===== config.mk =====
export PLATFORM = sky130hd
export DESIGN_NAME = led_bar_graph_fader_core_flat
export DESIGN_NICKNAME = d
export VERILOG_FILES = /design/src/rtl/core/lbgf_pkg.sv /design/src/rtl/core/lbgf_if.sv /design/src/rtl/core/lbgf_front.sv /design/src/rtl/core/lbgf_queue.sv /design/src/rtl/core/lbgf_back.sv /design/src/rtl/core/led_bar_graph_fader_core.sv /design/src/flat_wrapper.sv
export SDC_FILE = /design/constraint.sdc
export NUM_CORES = 2
export LEC_CHECK = 0
export BUFFER_PORTS_ARGS = -buffer_cell sky130_fd_sc_hd__buf_2
export CAP_MARGIN = 0
export CORE_UTILIZATION = 50
export DETAILED_ROUTE_END_ITERATION = 12
export PLACE_DENSITY = 0.75
export SLEW_MARGIN = 20
export SYNTH_ARGS = -nofsm -noshare
export SYNTH_HDL_FRONTEND = slang
export SYNTH_HIERARCHICAL = 1
export SYNTH_SLANG_ARGS = --single-unit

===== constraint.sdc =====
create_clock -name clk -period 11.2 [get_ports clk]
set_input_delay 0.56 -clock clk [delete_from_list [all_inputs] [get_ports clk]]
set_output_delay 0.56 -clock clk [all_outputs]
set_load 0.02 [all_outputs]

===== src/rtl/core/lbgf_pkg.sv =====
`default_nettype none

package lbgf_pkg;

    localparam int BAR_COUNT_DEF   = 8;
    localparam int LEDS_IN_BAR_DEF = 8;

    localparam int BAR_W      = 3;
    localparam int LEVEL_W    = 12;
    localparam int LED_IDX_W  = 6;
    localparam int HUE_W      = 8;
    localparam int VALUE_W    = 8;
    localparam int FADE_W     = 8;
    localparam int ALPHA_W    = 9;
    localparam int PCT_W      = 7;
    localparam int CFG_IDX_W  = 3;
    localparam int CFG_DATA_W = 9;

    localparam logic [ALPHA_W-1:0] ALPHA_ONE = 9'd256;
    localparam logic [PCT_W-1:0]   PCT_MAX   = 7'd100;

    // floor(x / 100) == (x * 20972) >> 21 for x below 43690
    localparam logic [14:0] DIV100_MUL   = 15'd20972;
    localparam int          DIV100_SHIFT = 21;

    localparam logic [FADE_W-1:0]  FADE_STEP_RST = 8'd10;
    localparam logic [ALPHA_W-1:0] ALPHA_RST     = 9'd38;
    localparam logic [PCT_W-1:0]   PCT_RST       = 7'd60;
    localparam logic [HUE_W-1:0]   HUE_BASE_RST  = 8'd200;
    localparam logic [HUE_W-1:0]   HUE_STEP_RST  = 8'd10;

    typedef enum logic [CFG_IDX_W-1:0] {
        CFG_FADE_STEP  = 3'd0,
        CFG_ALPHA      = 3'd1,
        CFG_PERCENT    = 3'd2,
        CFG_HUE_BASE   = 3'd3,
        CFG_HUE_STEP   = 3'd4
    } cfg_idx_t;

    typedef struct packed {
        logic [FADE_W-1:0]  fade_step;
        logic [ALPHA_W-1:0] alpha;
        logic [PCT_W-1:0]   percent;
        logic [HUE_W-1:0]   hue_base;
        logic [HUE_W-1:0]   hue_step;
    } cfg_t;

    // one smoothed bar update handed from front to back
    typedef struct packed {
        logic [BAR_W-1:0]   bar;
        logic [LEVEL_W-1:0] level;
        logic [HUE_W-1:0]   hue;
    } job_t;

endpackage

`default_nettype wire


===== src/rtl/core/lbgf_if.sv =====
`default_nettype none

interface lbgf_in_if;
    logic                          valid;
    logic                          ready;
    logic [lbgf_pkg::BAR_W-1:0]    bar_index;
    logic [lbgf_pkg::LEVEL_W-1:0]  desired_level;

    modport source (output valid, bar_index, desired_level, input ready);
    modport sink   (input valid, bar_index, desired_level, output ready);
endinterface

interface lbgf_out_if;
    logic                           valid;
    logic                           ready;
    logic [lbgf_pkg::LED_IDX_W-1:0] led_index;
    logic [lbgf_pkg::HUE_W-1:0]     hue;
    logic [lbgf_pkg::VALUE_W-1:0]   value;
    logic                           last_led;

    modport source (output valid, led_index, hue, value, last_led, input ready);
    modport sink   (input valid, led_index, hue, value, last_led, output ready);
endinterface

`default_nettype wire


===== src/rtl/core/lbgf_front.sv =====
`default_nettype none

module lbgf_front #(
    parameter int BAR_COUNT   = lbgf_pkg::BAR_COUNT_DEF,
    parameter int LEDS_IN_BAR = lbgf_pkg::LEDS_IN_BAR_DEF
) (
    input  logic                 clk,
    input  logic                 rst_n,
    lbgf_in_if.sink              level,
    input  lbgf_pkg::cfg_t       cfg,
    output logic                 push,
    output lbgf_pkg::job_t       push_job,
    input  logic                 full
);

    localparam int BAR_LIM   = 1 << lbgf_pkg::BAR_W;
    localparam int BARS_USED = (BAR_COUNT < BAR_LIM) ? BAR_COUNT : BAR_LIM;
    localparam int SW        = (BARS_USED > 1) ? $clog2(BARS_USED) : 1;
    localparam logic [14:0] CAP_V = 15'(LEDS_IN_BAR * 256);

    typedef enum logic [2:0] {
        F_IDLE = 3'b001,
        F_MUL  = 3'b010,
        F_ADD  = 3'b100
    } fstate_t;

    fstate_t                         state_reg, state_next;
    logic [lbgf_pkg::BAR_W-1:0]      bar_reg;
    logic [lbgf_pkg::LEVEL_W-1:0]    d_reg;
    logic [20:0]                     p_old_reg;
    logic [20:0]                     p_new_reg;
    logic [lbgf_pkg::HUE_W-1:0]      hue_reg;
    logic [lbgf_pkg::LEVEL_W-1:0]    smooth_reg [BARS_USED];

    logic                            accept;
    logic                            bar_ok;
    logic [lbgf_pkg::LEVEL_W-1:0]    d_sat;
    logic [lbgf_pkg::ALPHA_W-1:0]    a_sat;
    logic [lbgf_pkg::ALPHA_W-1:0]    a_inv;
    logic [lbgf_pkg::LEVEL_W-1:0]    s_old;
    logic [21:0]                     sum;
    logic [13:0]                     s_sh;
    logic [13:0]                     s_cap;
    logic [lbgf_pkg::LEVEL_W-1:0]    s_new;
    logic [10:0]                     hue_prod;

    assign level.ready = (state_reg == F_IDLE);
    assign accept      = level.valid && level.ready;
    assign bar_ok      = {4'b0, level.bar_index} < 7'(BAR_COUNT);

    always_comb
    begin
        if ({3'b0, level.desired_level} > CAP_V)
            d_sat = CAP_V[lbgf_pkg::LEVEL_W-1:0];
        else
            d_sat = level.desired_level;

        a_sat = (cfg.alpha > lbgf_pkg::ALPHA_ONE) ? lbgf_pkg::ALPHA_ONE : cfg.alpha;
        a_inv = lbgf_pkg::ALPHA_ONE - a_sat;
        s_old = smooth_reg[bar_reg[SW-1:0]];

        sum   = {1'b0, p_old_reg} + {1'b0, p_new_reg} + 22'd128;
        s_sh  = sum[21:8];
        s_cap = ({1'b0, s_sh} > CAP_V) ? CAP_V[13:0] : s_sh;
        // weighted mean of two 12-bit levels stays within 12 bits
        s_new = s_cap[lbgf_pkg::LEVEL_W-1:0];

        hue_prod = 11'(cfg.hue_step) * 11'(bar_reg);
    end

    assign push           = (state_reg == F_ADD) && !full;
    assign push_job.bar   = bar_reg;
    assign push_job.level = s_new;
    assign push_job.hue   = hue_reg;

    always_comb
    begin
        state_next = state_reg;
        case (state_reg)
            F_IDLE:
            begin
                if (accept && bar_ok)
                    state_next = F_MUL;
            end
            F_MUL:
            begin
                state_next = F_ADD;
            end
            F_ADD:
            begin
                if (!full)
                    state_next = F_IDLE;
            end
            default:
            begin
                state_next = F_IDLE;
            end
        endcase
    end

    always_ff @(posedge clk or negedge rst_n)
    begin
        if (!rst_n)
        begin
            state_reg <= F_IDLE;
            for (int i = 0; i < BARS_USED; i++)
                smooth_reg[i] <= '0;
        end
        else
        begin
            state_reg <= state_next;
            if (push)
                smooth_reg[bar_reg[SW-1:0]] <= s_new;
        end
    end

    always_ff @(posedge clk)
    begin
        if (accept && bar_ok)
        begin
            bar_reg <= level.bar_index;
            d_reg   <= d_sat;
        end
        if (state_reg == F_MUL)
        begin
            p_old_reg <= 21'(s_old) * 21'(a_inv);
            p_new_reg <= 21'(d_reg) * 21'(a_sat);
            hue_reg   <= cfg.hue_base - hue_prod[lbgf_pkg::HUE_W-1:0];
        end
    end

endmodule

`default_nettype wire


===== src/rtl/core/lbgf_queue.sv =====
`default_nettype none

module lbgf_queue (
    input  logic            clk,
    input  logic            rst_n,
    input  logic            push,
    input  lbgf_pkg::job_t  push_job,
    output logic            full,
    input  logic            pop,
    output lbgf_pkg::job_t  head_job,
    output logic            not_empty
);

    lbgf_pkg::job_t  slot_reg [2];
    logic            wr_ptr_reg, wr_ptr_next;
    logic            rd_ptr_reg, rd_ptr_next;
    logic [1:0]      count_reg, count_next;

    assign full      = (count_reg == 2'd2);
    assign not_empty = (count_reg != 2'd0);
    assign head_job  = slot_reg[rd_ptr_reg];

    always_comb
    begin
        wr_ptr_next = push ? ~wr_ptr_reg : wr_ptr_reg;
        rd_ptr_next = pop ? ~rd_ptr_reg : rd_ptr_reg;
        count_next  = count_reg + {1'b0, push} - {1'b0, pop};
    end

    always_ff @(posedge clk or negedge rst_n)
    begin
        if (!rst_n)
        begin
            wr_ptr_reg <= 1'b0;
            rd_ptr_reg <= 1'b0;
            count_reg  <= 2'd0;
        end
        else
        begin
            wr_ptr_reg <= wr_ptr_next;
            rd_ptr_reg <= rd_ptr_next;
            count_reg  <= count_next;
        end
    end

    always_ff @(posedge clk)
    begin
        if (push)
            slot_reg[wr_ptr_reg] <= push_job;
    end

endmodule

`default_nettype wire


===== src/rtl/core/lbgf_back.sv =====
`default_nettype none

module lbgf_back #(
    parameter int BAR_COUNT   = lbgf_pkg::BAR_COUNT_DEF,
    parameter int LEDS_IN_BAR = lbgf_pkg::LEDS_IN_BAR_DEF
) (
    input  logic            clk,
    input  logic            rst_n,
    input  lbgf_pkg::cfg_t  cfg,
    input  logic            q_valid,
    input  lbgf_pkg::job_t  q_job,
    output logic            q_pop,
    lbgf_out_if.source      led
);

    localparam int BAR_LIM   = 1 << lbgf_pkg::BAR_W;
    localparam int BARS_USED = (BAR_COUNT < BAR_LIM) ? BAR_COUNT : BAR_LIM;
    localparam int SW        = (BARS_USED > 1) ? $clog2(BARS_USED) : 1;
    localparam int DEPTH     = BARS_USED * LEDS_IN_BAR;
    localparam int AW        = (DEPTH > 1) ? $clog2(DEPTH) : 1;
    localparam int RW        = (LEDS_IN_BAR > 1) ? $clog2(LEDS_IN_BAR) : 1;
    localparam logic [RW-1:0] ROW_LAST = RW'(LEDS_IN_BAR - 1);

    // brightness store, one row per bar
    logic [7:0]                      mem [DEPTH];
    logic [7:0]                      rd_data_reg;
    logic                            bar_valid_reg [BARS_USED];

    // walker over the rows of the current job
    logic                            busy_reg;
    lbgf_pkg::job_t                  job_reg;
    logic [RW-1:0]                   row_reg;

    logic                            s1_valid_reg;
    logic [AW-1:0]                   s1_addr_reg;
    logic [RW-1:0]                   s1_row_reg;
    logic [lbgf_pkg::LEVEL_W-1:0]    s1_level_reg;
    logic [lbgf_pkg::BAR_W-1:0]      s1_bar_reg;
    logic [lbgf_pkg::HUE_W-1:0]      s1_hue_reg;
    logic [lbgf_pkg::LED_IDX_W-1:0]  s1_idx_reg;
    logic                            s1_last_reg;

    logic                            s2_valid_reg;
    logic [14:0]                     s2_prod_reg;
    logic [lbgf_pkg::HUE_W-1:0]      s2_hue_reg;
    logic [lbgf_pkg::LED_IDX_W-1:0]  s2_idx_reg;
    logic                            s2_last_reg;

    logic                            out_valid_reg;
    logic [lbgf_pkg::LED_IDX_W-1:0]  out_idx_reg;
    logic [lbgf_pkg::HUE_W-1:0]      out_hue_reg;
    logic [lbgf_pkg::VALUE_W-1:0]    out_value_reg;
    logic                            out_last_reg;

    logic                            advance;
    logic                            issue;
    logic                            row_last;
    logic [11:0]                     flat_idx;
    logic [AW-1:0]                   rd_addr;
    logic [7:0]                      bright;
    logic [13:0]                     lo14;
    logic [13:0]                     hi14;
    logic [13:0]                     lvl14;
    logic [13:0]                     diff14;
    logic [7:0]                      target;
    logic [8:0]                      up_sum;
    logic [7:0]                      b_new;
    logic [lbgf_pkg::PCT_W-1:0]      pct;
    logic [29:0]                     quot;

    assign advance  = !out_valid_reg || led.ready;
    assign q_pop    = advance && !busy_reg && q_valid;
    assign issue    = advance && busy_reg;
    assign row_last = (row_reg == ROW_LAST);
    assign flat_idx = 12'(job_reg.bar) * 12'(LEDS_IN_BAR) + 12'(row_reg);
    assign rd_addr  = flat_idx[AW-1:0];

    always_comb
    begin
        // a bar never written yet reads as dark
        bright = bar_valid_reg[s1_bar_reg[SW-1:0]] ? rd_data_reg : 8'd0;

        lo14   = 14'({s1_row_reg, 8'h00});
        hi14   = lo14 + 14'd256;
        lvl14  = 14'(s1_level_reg);
        diff14 = lvl14 - lo14;
        if (lvl14 >= hi14)
            target = 8'd255;
        else if (lvl14 <= lo14)
            target = 8'd0;
        else
            target = diff14[7:0] - 8'd1;   // (f * 255) >> 8 is f - 1 for f in 1..255

        up_sum = {1'b0, bright} + {1'b0, cfg.fade_step};
        if (bright < target)
            b_new = (up_sum > {1'b0, target}) ? target : up_sum[7:0];
        else if (bright > target)
            b_new = ((bright - target) <= cfg.fade_step) ? target : bright - cfg.fade_step;
        else
            b_new = bright;

        pct  = (cfg.percent > lbgf_pkg::PCT_MAX) ? lbgf_pkg::PCT_MAX : cfg.percent;
        quot = 30'(s2_prod_reg) * 30'(lbgf_pkg::DIV100_MUL);
    end

    always_ff @(posedge clk or negedge rst_n)
    begin
        if (!rst_n)
        begin
            busy_reg      <= 1'b0;
            row_reg       <= '0;
            s1_valid_reg  <= 1'b0;
            s2_valid_reg  <= 1'b0;
            out_valid_reg <= 1'b0;
            for (int i = 0; i < BARS_USED; i++)
                bar_valid_reg[i] <= 1'b0;
        end
        else
        begin
            if (q_pop)
            begin
                busy_reg <= 1'b1;
                row_reg  <= '0;
            end
            else if (issue)
            begin
                row_reg <= RW'(row_reg + 1'b1);
                if (row_last)
                    busy_reg <= 1'b0;
            end
            if (advance)
            begin
                s1_valid_reg  <= issue;
                s2_valid_reg  <= s1_valid_reg;
                out_valid_reg <= s2_valid_reg;
                if (s1_valid_reg && s1_last_reg)
                    bar_valid_reg[s1_bar_reg[SW-1:0]] <= 1'b1;
            end
        end
    end

    always_ff @(posedge clk)
    begin
        if (q_pop)
            job_reg <= q_job;
        if (issue)
        begin
            s1_addr_reg  <= rd_addr;
            s1_row_reg   <= row_reg;
            s1_level_reg <= job_reg.level;
            s1_bar_reg   <= job_reg.bar;
            s1_hue_reg   <= job_reg.hue;
            s1_idx_reg   <= flat_idx[lbgf_pkg::LED_IDX_W-1:0];
            s1_last_reg  <= row_last;
        end
        if (advance)
        begin
            s2_prod_reg   <= 15'(b_new) * 15'(pct);
            s2_hue_reg    <= s1_hue_reg;
            s2_idx_reg    <= s1_idx_reg;
            s2_last_reg   <= s1_last_reg;
            out_idx_reg   <= s2_idx_reg;
            out_hue_reg   <= s2_hue_reg;
            out_value_reg <= quot[lbgf_pkg::DIV100_SHIFT +: lbgf_pkg::VALUE_W];
            out_last_reg  <= s2_last_reg;
        end
    end

    always_ff @(posedge clk)
    begin
        if (advance && s1_valid_reg)
            mem[s1_addr_reg] <= b_new;
        if (issue)
            rd_data_reg <= mem[rd_addr];
    end

    assign led.valid     = out_valid_reg;
    assign led.led_index = out_idx_reg;
    assign led.hue       = out_hue_reg;
    assign led.value     = out_value_reg;
    assign led.last_led  = out_last_reg;

endmodule

`default_nettype wire


===== src/rtl/core/led_bar_graph_fader_core.sv =====
// LED bar graph fader.
// level: one transfer carries a bar index and a requested height (Q.8, in LEDs).
//   Transfers for a bar index at or above BAR_COUNT are taken and dropped.
// led: LEDS_IN_BAR transfers follow each level transfer, one per LED in row
//   order, with led index, bar hue, faded and scaled value; last_led marks the
//   final LED of the bar.
// Registers are written via write_en / reg_index / write_data; the user must
//   write only while idle, which the block itself does not enforce.
// Front: latch, multiply, smooth and enqueue; one level item at a time.
// A two-entry job queue separates front and back.
// Back: one LED per cycle while led is not stalled, through the single read
//   port of the brightness memory; loading the next job is a step of its own.
// A level item reaches led via the front, the queue and job/s1/s2/out regs.
// Reset clears the smoothed levels and marks every bar dark; there is no
//   clearing pass, so items are taken right after reset.
// A stall on led freezes the back pipeline; the queue then fills and level
//   ready drops once the front cannot hand off its job.
`default_nettype none

module led_bar_graph_fader_core #(
    parameter int BAR_COUNT   = lbgf_pkg::BAR_COUNT_DEF,
    parameter int LEDS_IN_BAR = lbgf_pkg::LEDS_IN_BAR_DEF
) (
    input  logic                             clk,
    input  logic                             rst_n,
    lbgf_in_if.sink                          level,
    lbgf_out_if.source                       led,
    input  logic                             write_en,
    input  logic [lbgf_pkg::CFG_IDX_W-1:0]   reg_index,
    input  logic [lbgf_pkg::CFG_DATA_W-1:0]  write_data
);

    lbgf_pkg::cfg_t  cfg_reg, cfg_next;
    logic            q_push;
    logic            q_full;
    logic            q_pop;
    logic            q_valid;
    lbgf_pkg::job_t  q_push_job;
    lbgf_pkg::job_t  q_head_job;

    always_comb
    begin
        cfg_next = cfg_reg;
        if (write_en)
        begin
            case (lbgf_pkg::cfg_idx_t'(reg_index))
                lbgf_pkg::CFG_FADE_STEP: cfg_next.fade_step = write_data[7:0];
                lbgf_pkg::CFG_ALPHA:     cfg_next.alpha     = write_data;
                lbgf_pkg::CFG_PERCENT:   cfg_next.percent   = write_data[6:0];
                lbgf_pkg::CFG_HUE_BASE:  cfg_next.hue_base  = write_data[7:0];
                lbgf_pkg::CFG_HUE_STEP:  cfg_next.hue_step  = write_data[7:0];
                default: ;
            endcase
        end
    end

    always_ff @(posedge clk or negedge rst_n)
    begin
        if (!rst_n)
        begin
            cfg_reg.fade_step <= lbgf_pkg::FADE_STEP_RST;
            cfg_reg.alpha     <= lbgf_pkg::ALPHA_RST;
            cfg_reg.percent   <= lbgf_pkg::PCT_RST;
            cfg_reg.hue_base  <= lbgf_pkg::HUE_BASE_RST;
            cfg_reg.hue_step  <= lbgf_pkg::HUE_STEP_RST;
        end
        else
        begin
            cfg_reg <= cfg_next;
        end
    end

    lbgf_front #(
        .BAR_COUNT   (BAR_COUNT),
        .LEDS_IN_BAR (LEDS_IN_BAR)
    ) u_front (
        .clk      (clk),
        .rst_n    (rst_n),
        .level    (level),
        .cfg      (cfg_reg),
        .push     (q_push),
        .push_job (q_push_job),
        .full     (q_full)
    );

    lbgf_queue u_queue (
        .clk       (clk),
        .rst_n     (rst_n),
        .push      (q_push),
        .push_job  (q_push_job),
        .full      (q_full),
        .pop       (q_pop),
        .head_job  (q_head_job),
        .not_empty (q_valid)
    );

    lbgf_back #(
        .BAR_COUNT   (BAR_COUNT),
        .LEDS_IN_BAR (LEDS_IN_BAR)
    ) u_back (
        .clk     (clk),
        .rst_n   (rst_n),
        .cfg     (cfg_reg),
        .q_valid (q_valid),
        .q_job   (q_head_job),
        .q_pop   (q_pop),
        .led     (led)
    );

    a_no_push_when_full: assert property (@(posedge clk) disable iff (!rst_n)
        q_push |-> !q_full)
        else $error("job queue overflow");

    a_no_pop_when_empty: assert property (@(posedge clk) disable iff (!rst_n)
        q_pop |-> q_valid)
        else $error("job queue underflow");

    a_front_busy_after_take: assert property (@(posedge clk) disable iff (!rst_n)
        (level.valid && level.ready && ({4'b0, level.bar_index} < 7'(BAR_COUNT)))
        |=> !level.ready)
        else $error("front took a level transfer while busy");

endmodule

`default_nettype wire

===== src/flat_wrapper.sv =====
// flat-port wrapper written by rule: the top's interface ports become plain ports
module led_bar_graph_fader_core_flat 
#(
    parameter int BAR_COUNT   = lbgf_pkg::BAR_COUNT_DEF,
    parameter int LEDS_IN_BAR = lbgf_pkg::LEDS_IN_BAR_DEF
)
  (clk, rst_n, write_en, reg_index, write_data, level_valid, level_bar_index, level_desired_level, level_ready, led_valid, led_led_index, led_hue, led_value, led_last_led, led_ready);
  lbgf_in_if level_i ();
  lbgf_out_if led_i ();
  input  logic clk;
  input  logic rst_n;
  input  logic write_en;
  input  logic [lbgf_pkg::CFG_IDX_W-1:0] reg_index;
  input  logic [lbgf_pkg::CFG_DATA_W-1:0] write_data;
  input wire logic [$bits(level_i.valid)-1:0] level_valid;
  input wire logic [$bits(level_i.bar_index)-1:0] level_bar_index;
  input wire logic [$bits(level_i.desired_level)-1:0] level_desired_level;
  output wire logic [$bits(level_i.ready)-1:0] level_ready;
  output wire logic [$bits(led_i.valid)-1:0] led_valid;
  output wire logic [$bits(led_i.led_index)-1:0] led_led_index;
  output wire logic [$bits(led_i.hue)-1:0] led_hue;
  output wire logic [$bits(led_i.value)-1:0] led_value;
  output wire logic [$bits(led_i.last_led)-1:0] led_last_led;
  input wire logic [$bits(led_i.ready)-1:0] led_ready;
  assign level_i.valid = level_valid;
  assign level_i.bar_index = level_bar_index;
  assign level_i.desired_level = level_desired_level;
  assign level_ready = level_i.ready;
  assign led_valid = led_i.valid;
  assign led_led_index = led_i.led_index;
  assign led_hue = led_i.hue;
  assign led_value = led_i.value;
  assign led_last_led = led_i.last_led;
  assign led_i.ready = led_ready;
  led_bar_graph_fader_core #(.BAR_COUNT(BAR_COUNT), .LEDS_IN_BAR(LEDS_IN_BAR)) u_core (.clk(clk), .rst_n(rst_n), .level(level_i), .led(led_i), .write_en(write_en), .reg_index(reg_index), .write_data(write_data));
endmodule

# Word-level counts from Yosys, hierarchy flattened
# Memory sizes are Yosys's and may differ from the RTL's. A register that Yosys moved wholly into a read port is not among the register bits.
# Cells that the tools add are included.
# totals
reg_bits,309
ram_bits,558
input_bits,32
out_inout_bits,25
word_cells,158
n_memories,2
# classes
add_sub_neg,14
mul,5
n_lt_le_gt_ge,14
eq_ne,11
muxes,33
bitwise,5
reduce_logical,25
# memory_table
memory,words,word_bits,rd,rd_ports_with_merged_regs,write_ports,line_no,source
u_core.u_back.mem,64,8,1,1,1,lbgf_back.sv:25,logic [7:0] mem [DEPTH];
u_core.u_queue.slot_reg,2,23,1,1,1,lbgf_queue.sv:14,lbgf_pkg::job_t slot_reg [2];
# op_table
operator,count
bitwise mux 96 bit,1
2-to-1 mux 8 bit,7
2-to-1 mux 12 bit,4
multiplier 12 x 9 -> 21 bit,2
binary-select mux 12 bit (select 3 bit),1
demux 12 bit (select 3 bit),1
"multiplier 15 x 13 -> 27 bit, second input constant",1
subtractor 8 bit,3
adder 21 x 21 -> 22 bit,1
"adder 22 x 8 -> 22 bit, second input constant",1
AND reduction 2 bit,8
"subtractor 8 x 1 -> 8 bit, second input constant",2
multiplier 8 x 7 -> 15 bit,1
"greater-than comparator 14 x 12 -> 1 bit, second input constant",1
"adder 11 x 9 -> 12 bit, second input constant",1
>= comparator 12 bit,1
"greater-than comparator 12 bit, second input constant",1
less-or-equal comparator 12 x 11 -> 1 bit,1
2-to-1 mux 3 bit,4
2-to-1 mux 1 bit,10
adder 8 x 8 -> 9 bit,1
"== test 3 x 2 -> 1 bit, second input constant",3
"== test 3 bit, second input constant",3
greater-than comparator 9 x 8 -> 1 bit,1
other kinds (30),47

# Depth between registers and ports, before layout
# logic_depth
word_depth,11
mapped_depth,42
ltp_nobuf,41

# Modules after synthesis
# Netlist, hierarchy kept.
# by_module_without_submodules
mod,instances,cells_each,area_per_inst_um2
lbgf_back,1,1846,31224.9
lbgf_front,1,1612,15663.8
lbgf_queue,1,87,1961.9
led_bar_graph_fader_core,1,88,1546.5

# Worst setup path before layout
# Ideal clock, no wire load.
# synth_path
path_type,reg2reg
start,register u_core.u_back.s1_row_reg[1]
end,register u_core.u_back.s2_prod_reg[12] (data pin)
arrival_ns,9.198
slack_ns,1.745
stages_incl_launch_ff,42
path_buffers,1
path_cell_list,edfxtp_1 -> ha_1 -> xnor2_1 -> ha_1 -> o21a_1 -> a21oi_1 -> a41o_1 -> buf_2 -> o21a_1 -> inv_1 -> ha_1 -> inv_1 -> fa_1 -> maj3_1 -> a2111oi_0 -> nor3_1 -> xor2_1 -> ha_1 -> [... 6 more ...] -> o31ai_2 -> inv_1 -> nand2b_1 -> fa_1 -> inv_1 -> ha_1 -> inv_1 -> fa_1 -> inv_1 -> fa_1 -> ha_1 -> a21oi_1 -> nor2b_1 -> o211ai_1 -> nand2_1 -> a41oi_1 -> nor2b_1 -> xnor2_1
# synth_via
elab_chain_len,9
# synth_lines
item,line_no,source
from (decl),lbgf_back.sv:36,logic [RW-1:0] s1_row_reg;
from (signal assigned),lbgf_back.sv:149,s1_row_reg <= row_reg;
adder 11 x 9 -> 12 bit / less-or-equal comparator 12 x 11 -> 1 bit (equally long branches),"lbgf_back.sv:84, lbgf_back.sv:89",
>= comparator 12 bit / 2-to-1 mux 8 bit (equally long branches),"lbgf_back.sv:87, lbgf_back.sv:89",
2-to-1 mux 8 bit *,lbgf_back.sv:87,if (lvl14 >= hi14)
subtractor 8 bit,lbgf_back.sv:98,b_new = ((bright - target) <= cfg.fade_step) ? target : bright - cfg.fade_step;
less-or-equal comparator 8 bit,lbgf_back.sv:98,
2-to-1 mux 8 bit,lbgf_back.sv:98,
2-to-1 mux 8 bit,lbgf_back.sv:97,else if (bright > target)
2-to-1 mux 8 bit *,lbgf_back.sv:95,if (bright < target)
named net u_core.u_back.b_new[2],lbgf_back.sv:67,logic [7:0] b_new;
multiplier 8 x 7 -> 15 bit *,lbgf_back.sv:158,s2_prod_reg <= 15'(b_new) * 15'(pct);
to (signal assigned),lbgf_back.sv:158,
to (decl),lbgf_back.sv:44,logic [14:0] s2_prod_reg;
# Mark *: on every way through the listed nets, which the timed path passes. The rest lies on a longest branch.
# A chain may end at the register's enable or synchronous reset.

# Worst setup path after layout
# layout_path
start,register u_core/u_back/s1_bar_reg[0] in the netlist's numbering
end,register u_core.u_back.s2_prod_reg[12] (data pin)
# layout_via
elab_chain_len,11
# layout_lines
item,line_no,source
from (decl),lbgf_back.sv:38,logic [lbgf_pkg::BAR_W-1:0] s1_bar_reg;
from (signal assigned),lbgf_back.sv:151,s1_bar_reg <= job_reg.bar;
inverter 3 -> 4 bit (implied by the code) *,lbgf_back.sv:81,bright = bar_valid_reg[s1_bar_reg[SW-1:0]] ? rd_data_reg : 8'd0;
binary-select mux 1 bit (select 3 bit) *,lbgf_back.sv:81,
2-to-1 mux 1 bit (implied by the code) * (2 in series),lbgf_back.sv:81,
2-to-1 mux 8 bit *,lbgf_back.sv:81,
subtractor 8 bit,lbgf_back.sv:98,
less-or-equal comparator 8 bit,lbgf_back.sv:98,
2-to-1 mux 8 bit,lbgf_back.sv:98,
2-to-1 mux 8 bit,lbgf_back.sv:97,
2-to-1 mux 8 bit *,lbgf_back.sv:95,
multiplier 8 x 7 -> 15 bit *,lbgf_back.sv:158,
# Mark *: on every way between the ends. The rest lies on a longest branch, timed or not. The select of a mux whose other input is x is not followed.

==> report_table.html <==
<table>
<tr><th>Metric</th><th>Value</th></tr>
<tr><th colspan="2">Status</th></tr>
<tr><td>Outcome</td><td>completed</td></tr>
<tr><th colspan="2">Floorplan</th></tr>
<tr><td>Overall die area</td><td>102100 um^2</td></tr>
<tr><td>Ports placed on the boundary</td><td>57</td></tr>
<tr><td>Width of the die</td><td>319.5 um</td></tr>
<tr><td>Number of cell rows</td><td>116</td></tr>
<tr><td>Floorplan core area</td><td>100000 um^2</td></tr>
<tr><td>Initial Utilization</td><td>0.5040</td></tr>
<tr><td>Height of the die</td><td>319.5 um</td></tr>
<tr><th colspan="2">Route</th></tr>
<tr><td>Highest routed layer</td><td>met5</td></tr>
<tr><td>Total via count after detailed routing</td><td>29487</td></tr>
<tr><td>Met3 routed wirelength</td><td>9.028 mm</td></tr>
<tr><td>WL met1</td><td>45.47 mm</td></tr>
<tr><td>Average detailed-routed wire length per instance</td><td>21.93 um</td></tr>
<tr><td>Post-route DRC violation count</td><td>0</td></tr>
<tr><td>Number of routed nets with antenna violations</td><td>0</td></tr>
<tr><td>Total met2 wirelength after detailed routing</td><td>53.14 mm</td></tr>
<tr><td>Drt first pass iters</td><td>7</td></tr>
<tr><td>Starting DRC count in detailed routing</td><td>2523</td></tr>
<tr><td>Vias/cell</td><td>5.821</td></tr>
<tr><td>Total wire length after detailed routing</td><td>111.1 mm</td></tr>
<tr><th colspan="2">Worst hold path</th></tr>
<tr><td>Tightest Hold Check Type</td><td>in2reg</td></tr>
<tr><td>Cell count of the worst hold path</td><td>1</td></tr>
<tr><td>Worst Min Path Start</td><td>level_bar_index[2]</td></tr>
<tr><td>Hold Path Sink</td><td>u_core/u_front/bar_reg[2]</td></tr>
<tr><th colspan="2">Critical path</th></tr>
<tr><td>Endpoint class of the critical path</td><td>register</td></tr>
<tr><td>Worst Path Max Fanout</td><td>13</td></tr>
<tr><td>Cells on worst reg2reg path</td><td>34</td></tr>
<tr><td>Type of element launching the critical path</td><td>register</td></tr>
<tr><td>Stage delay of the slowest cell on the critical path</td><td>0.58 ns</td></tr>
<tr><td>Slowest-stage cell, CP</td><td>sky130_fd_sc_hd__or3b_1</td></tr>
<tr><td>Library cell appearing most often on the critical path</td><td>sky130_fd_sc_hd__fa_1</td></tr>
<tr><td>Start-to-end type of the worst setup path</td><td>reg2reg</td></tr>
<tr><td>Reg2reg setup slack</td><td>1.59 ns</td></tr>
<tr><td>Reg-to-reg critical path endpoint</td><td>u_core/u_back/s2_prod_reg[12]</td></tr>
<tr><td>Worst endpoint required time</td><td>11.58 ns</td></tr>
<tr><td>Startpoint of the worst register-to-register path</td><td>u_core/u_back/s1_bar_reg[0]</td></tr>
<tr><td>Data arrival time at the worst-slack endpoint</td><td>9.99 ns</td></tr>
<tr><th colspan="2">Synthesis</th></tr>
<tr><td>Synth warn</td><td>6</td></tr>
<tr><td>Dominant register cell in the synthesized netlist</td><td>sky130_fd_sc_hd__edfxtp_1</td></tr>
<tr><td>Synth area leaders</td><td>sky130_fd_sc_hd__edfxtp_1 44%, sky130_fd_sc_hd__fa_1 10%, sky130_fd_sc_hd__mux4_2 7.9%</td></tr>
<tr><td>Mapped Area</td><td>50400 um^2</td></tr>
<tr><td>Top-area cell type share of the netlist area</td><td>0.4373</td></tr>
<tr><td>Net count after synthesis</td><td>4230</td></tr>
<tr><td>Register bit total from synthesis</td><td>892</td></tr>
<tr><td>Post-Synthesis Cells</td><td>3633</td></tr>
<tr><td>Most frequently used cell type in the post-synthesis netlist</td><td>sky130_fd_sc_hd__edfxtp_1</td></tr>
<tr><td>Post-synthesis average cell area</td><td>13.87 um^2</td></tr>
<tr><td>Proportion of synthesized flip-flops having asynchronous set or reset</td><td>0.1771</td></tr>
<tr><td>Yosys top cell by area</td><td>sky130_fd_sc_hd__edfxtp_1</td></tr>
<tr><td>Number of synthesized flops with an enable pin</td><td>734</td></tr>
<tr><td>Most frequent cells after synthesis</td><td>734 x sky130_fd_sc_hd__edfxtp_1, 438 x sky130_fd_sc_hd__inv_1, 313 x sky130_fd_sc_hd__ha_1</td></tr>
<tr><td>Part of the Yosys area used for sequential elements</td><td>0.5162</td></tr>
<tr><td>Distinct cells, synth</td><td>100</td></tr>
<tr><th colspan="2">STA</th></tr>
<tr><td>Worst hold slack after final layout</td><td>0.05011 ns</td></tr>
<tr><td>Unrepaired setup endpoints after global routing</td><td>no</td></tr>
<tr><td>Setup-failing EPs final</td><td>0</td></tr>
<tr><td>Max-slew headroom</td><td>0.2282</td></tr>
<tr><td>Number of hold-slack violations in the final timing report</td><td>0</td></tr>
<tr><td>Peak clock frequency supported by timing</td><td>0.1041 GHz</td></tr>
<tr><td>Setup TNS</td><td>0 ns</td></tr>
<tr><td>Clock skew</td><td>0.08236 ns</td></tr>
<tr><td>Max-slew violation count</td><td>0</td></tr>
<tr><td>Transition time at the pin with the least slew margin</td><td>1.158 ns</td></tr>
<tr><td>Post-route clock period utilization</td><td>0.8578</td></tr>
<tr><td>Minimum clock period after layout</td><td>9.608 ns</td></tr>
<tr><th colspan="2">Layout</th></tr>
<tr><td>Nets</td><td>4286</td></tr>
<tr><td>Share of final-layout standard cells stronger than drive strength 1</td><td>0.1603</td></tr>
<tr><td>Non-filler instance count after layout</td><td>5066</td></tr>
<tr><td>Layout area overhead</td><td>9.347%</td></tr>
<tr><td>Area used by sequential logic in the layout</td><td>26020 um^2</td></tr>
<tr><td>Finished layout cell area</td><td>55110 um^2</td></tr>
<tr><td>Area taken by multi-input logic gates</td><td>22200 um^2</td></tr>
<tr><td>Flip-flop count of the largest register after layout</td><td>512</td></tr>
<tr><td>Number of fillers in the final layout</td><td>7886</td></tr>
<tr><th colspan="2">Clock network</th></tr>
<tr><td>Hold buffer count at cts</td><td>1</td></tr>
<tr><td>CTS tree</td><td>done</td></tr>
<tr><td>Later-pin clock latency in the skew report</td><td>0.71 ns</td></tr>
<tr><td>CTS Sinks</td><td>892</td></tr>
<tr><td>Quantity of gates resized following cts</td><td>0</td></tr>
<tr><td>CTS H-tree lvls</td><td>3</td></tr>
<tr><td>CTS Buf Count</td><td>91</td></tr>
<tr><td>Deepest clock path buffer count</td><td>3</td></tr>
<tr><td>Post-CTS Setup Inserts</td><td>0</td></tr>
<tr><td>Buffer type at the clock tree root</td><td>sky130_fd_sc_hd__clkbuf_16</td></tr>
<tr><td>Reg clk slew, reported paths</td><td>0.06 ns</td></tr>
<tr><th colspan="2">Place</th></tr>
<tr><td>Count of input and output buffers</td><td>56</td></tr>
<tr><td>Half-perimeter wire length after placement</td><td>75.65 mm</td></tr>
<tr><td>Total placed instance area</td><td>52030 um^2</td></tr>
<tr><td>Placer's final routability congestion estimate</td><td>0.8996</td></tr>
<tr><td>Post-placement cell count</td><td>4893</td></tr>
<tr><th colspan="2">Global route</th></tr>
<tr><td>GRT Overall Usage</td><td>0.2227</td></tr>
<tr><td>Largest net degree at the start of global routing</td><td>94</td></tr>
<tr><td>Overflow after GRT</td><td>0</td></tr>
<tr><td>Number of antenna violations at the first check in global routing</td><td>7</td></tr>
<tr><td>Wire length of the first global-routing pass</td><td>174.9 mm</td></tr>
<tr><td>Via count of the first global-routing pass</td><td>30259</td></tr>
<tr><th colspan="2">Run</th></tr>
<tr><td>Number of maximum-capacitance constraint violations</td><td>0</td></tr>
</table>
## metrics by stage
step / util / worst slack [ns]
after global routing: 0.5511 / 0.9643
after detailed placement: 0.5203 / 1.777
final: 0.5511 / 1.592
after global placement: 0.5203 / 1.813
after CTS: 0.5509 / 1.702
after floorplan: - / 1.745
## how the worst max path moves through the flow
stage	from	to	slack (ns)	depth (start not counted)
detailed placement	u_core/u_back/s1_row_reg[1]	u_core/u_back/s2_prod_reg[12]	1.78	38
global route	u_core/u_back/s1_row_reg[1]	u_core/u_back/s2_prod_reg[12]	0.96	39
floorplan	u_core/u_back/s1_row_reg[1]	u_core/u_back/s2_prod_reg[12]	1.74	41
CTS	u_core/u_back/s1_row_reg[1]	u_core/u_back/s2_prod_reg[12]	1.70	38
finish	u_core/u_back/s1_bar_reg[0]	u_core/u_back/s2_prod_reg[12]	1.59	34
global placement	u_core/u_back/s1_row_reg[1]	u_core/u_back/s2_prod_reg[12]	1.81	37
## critical path: cells and delay by family, from the launching register on
family          cells  cell delay (ns)
xor+xnor            2             0.39
fa+ha+maj           8             3.29
flops               1             0.55
simple gates       11             2.58
buf+inv             3             0.18
compound gates     10             2.25
## layout by cell type, fill, tap and decap left out, types with 12 or more instances in the layout
| cell type | instances |
|---|---|
| sky130_fd_sc_hd__inv_1 | 432 |
| sky130_fd_sc_hd__o41ai_1 | 37 |
| sky130_fd_sc_hd__dfstp_2 | 15 |
| sky130_fd_sc_hd__a211oi_1 | 18 |
| sky130_fd_sc_hd__mux2_2 | 98 |
| sky130_fd_sc_hd__clkbuf_16 | 93 |
| sky130_fd_sc_hd__o31ai_1 | 15 |
| sky130_fd_sc_hd__clkinv_1 | 15 |
| sky130_fd_sc_hd__mux4_2 | 176 |
| sky130_fd_sc_hd__buf_4 | 32 |
| sky130_fd_sc_hd__ha_1 | 313 |
| sky130_fd_sc_hd__a21o_1 | 29 |
| sky130_fd_sc_hd__fa_1 | 252 |
| sky130_fd_sc_hd__nand3_1 | 35 |
| sky130_fd_sc_hd__and2_1 | 76 |
| sky130_fd_sc_hd__xnor2_1 | 70 |
| sky130_fd_sc_hd__nor2_1 | 220 |
| sky130_fd_sc_hd__o21a_1 | 21 |
| sky130_fd_sc_hd__clkinv_2 | 22 |
| sky130_fd_sc_hd__xor2_1 | 37 |
| sky130_fd_sc_hd__nand2_1 | 262 |
| sky130_fd_sc_hd__dfrtp_1 | 140 |
| sky130_fd_sc_hd__o21bai_1 | 12 |
| sky130_fd_sc_hd__mux2_4 | 19 |
| sky130_fd_sc_hd__clkbuf_1 | 13 |
| sky130_fd_sc_hd__nand2b_1 | 24 |
| sky130_fd_sc_hd__o21ai_0 | 57 |
| sky130_fd_sc_hd__edfxtp_1 | 734 |
| sky130_fd_sc_hd__a21oi_1 | 86 |
| sky130_fd_sc_hd__mux2i_1 | 20 |
| sky130_fd_sc_hd__nor2b_1 | 43 |
| sky130_fd_sc_hd__nor3_1 | 42 |
| sky130_fd_sc_hd__or3_1 | 24 |
| sky130_fd_sc_hd__and3_1 | 16 |
| sky130_fd_sc_hd__buf_2 | 55 |
## area by class of cell
| cell class | instances | area share |
|---|---|---|
| Timing Repair Buffer | 90 | 0.009945 |
| Clock buffer | 115 | 0.04536 |
| Multi-Input combinational cell | 2174 | 0.4029 |
| Antenna cell | 1 | 0.00004541 |
| Tap cell | 1298 | 0.02947 |
| Clock inverter | 56 | 0.01001 |
| Inverter | 440 | 0.03004 |
| Sequential cell | 892 | 0.4722 |
## metal layers
metal  vias to the layer above  track usage
li1                      13168            -
met1                     15012       0.3018
met2                      1099       0.3604
met3                       202      0.04711
met4                         6      0.07051
met5                         -            0
## kinds of logic (layout without fill, tap and decap cells)
kind of cell / count (synthesis) / in the layout / share of synthesized area
adder cells (fa/ha/maj): 567 / 567 / 0.1782
flip-flops: 892 / 892 / 0.5162
AND/OR/NAND/NOR: 797 / 797 / 0.07485
other: 0 / 1 / 0
multiplexers: 313 / 313 / 0.1102
AO/OA/AOI/OAI: 389 / 389 / 0.05715
XOR/XNOR: 108 / 108 / 0.01907
buffers and inverters: 567 / 701 / 0.04437
Power is left out: the tool's default activity adds up to more than one toggle a clock period on the data nets, which glitch-free logic cannot reach.
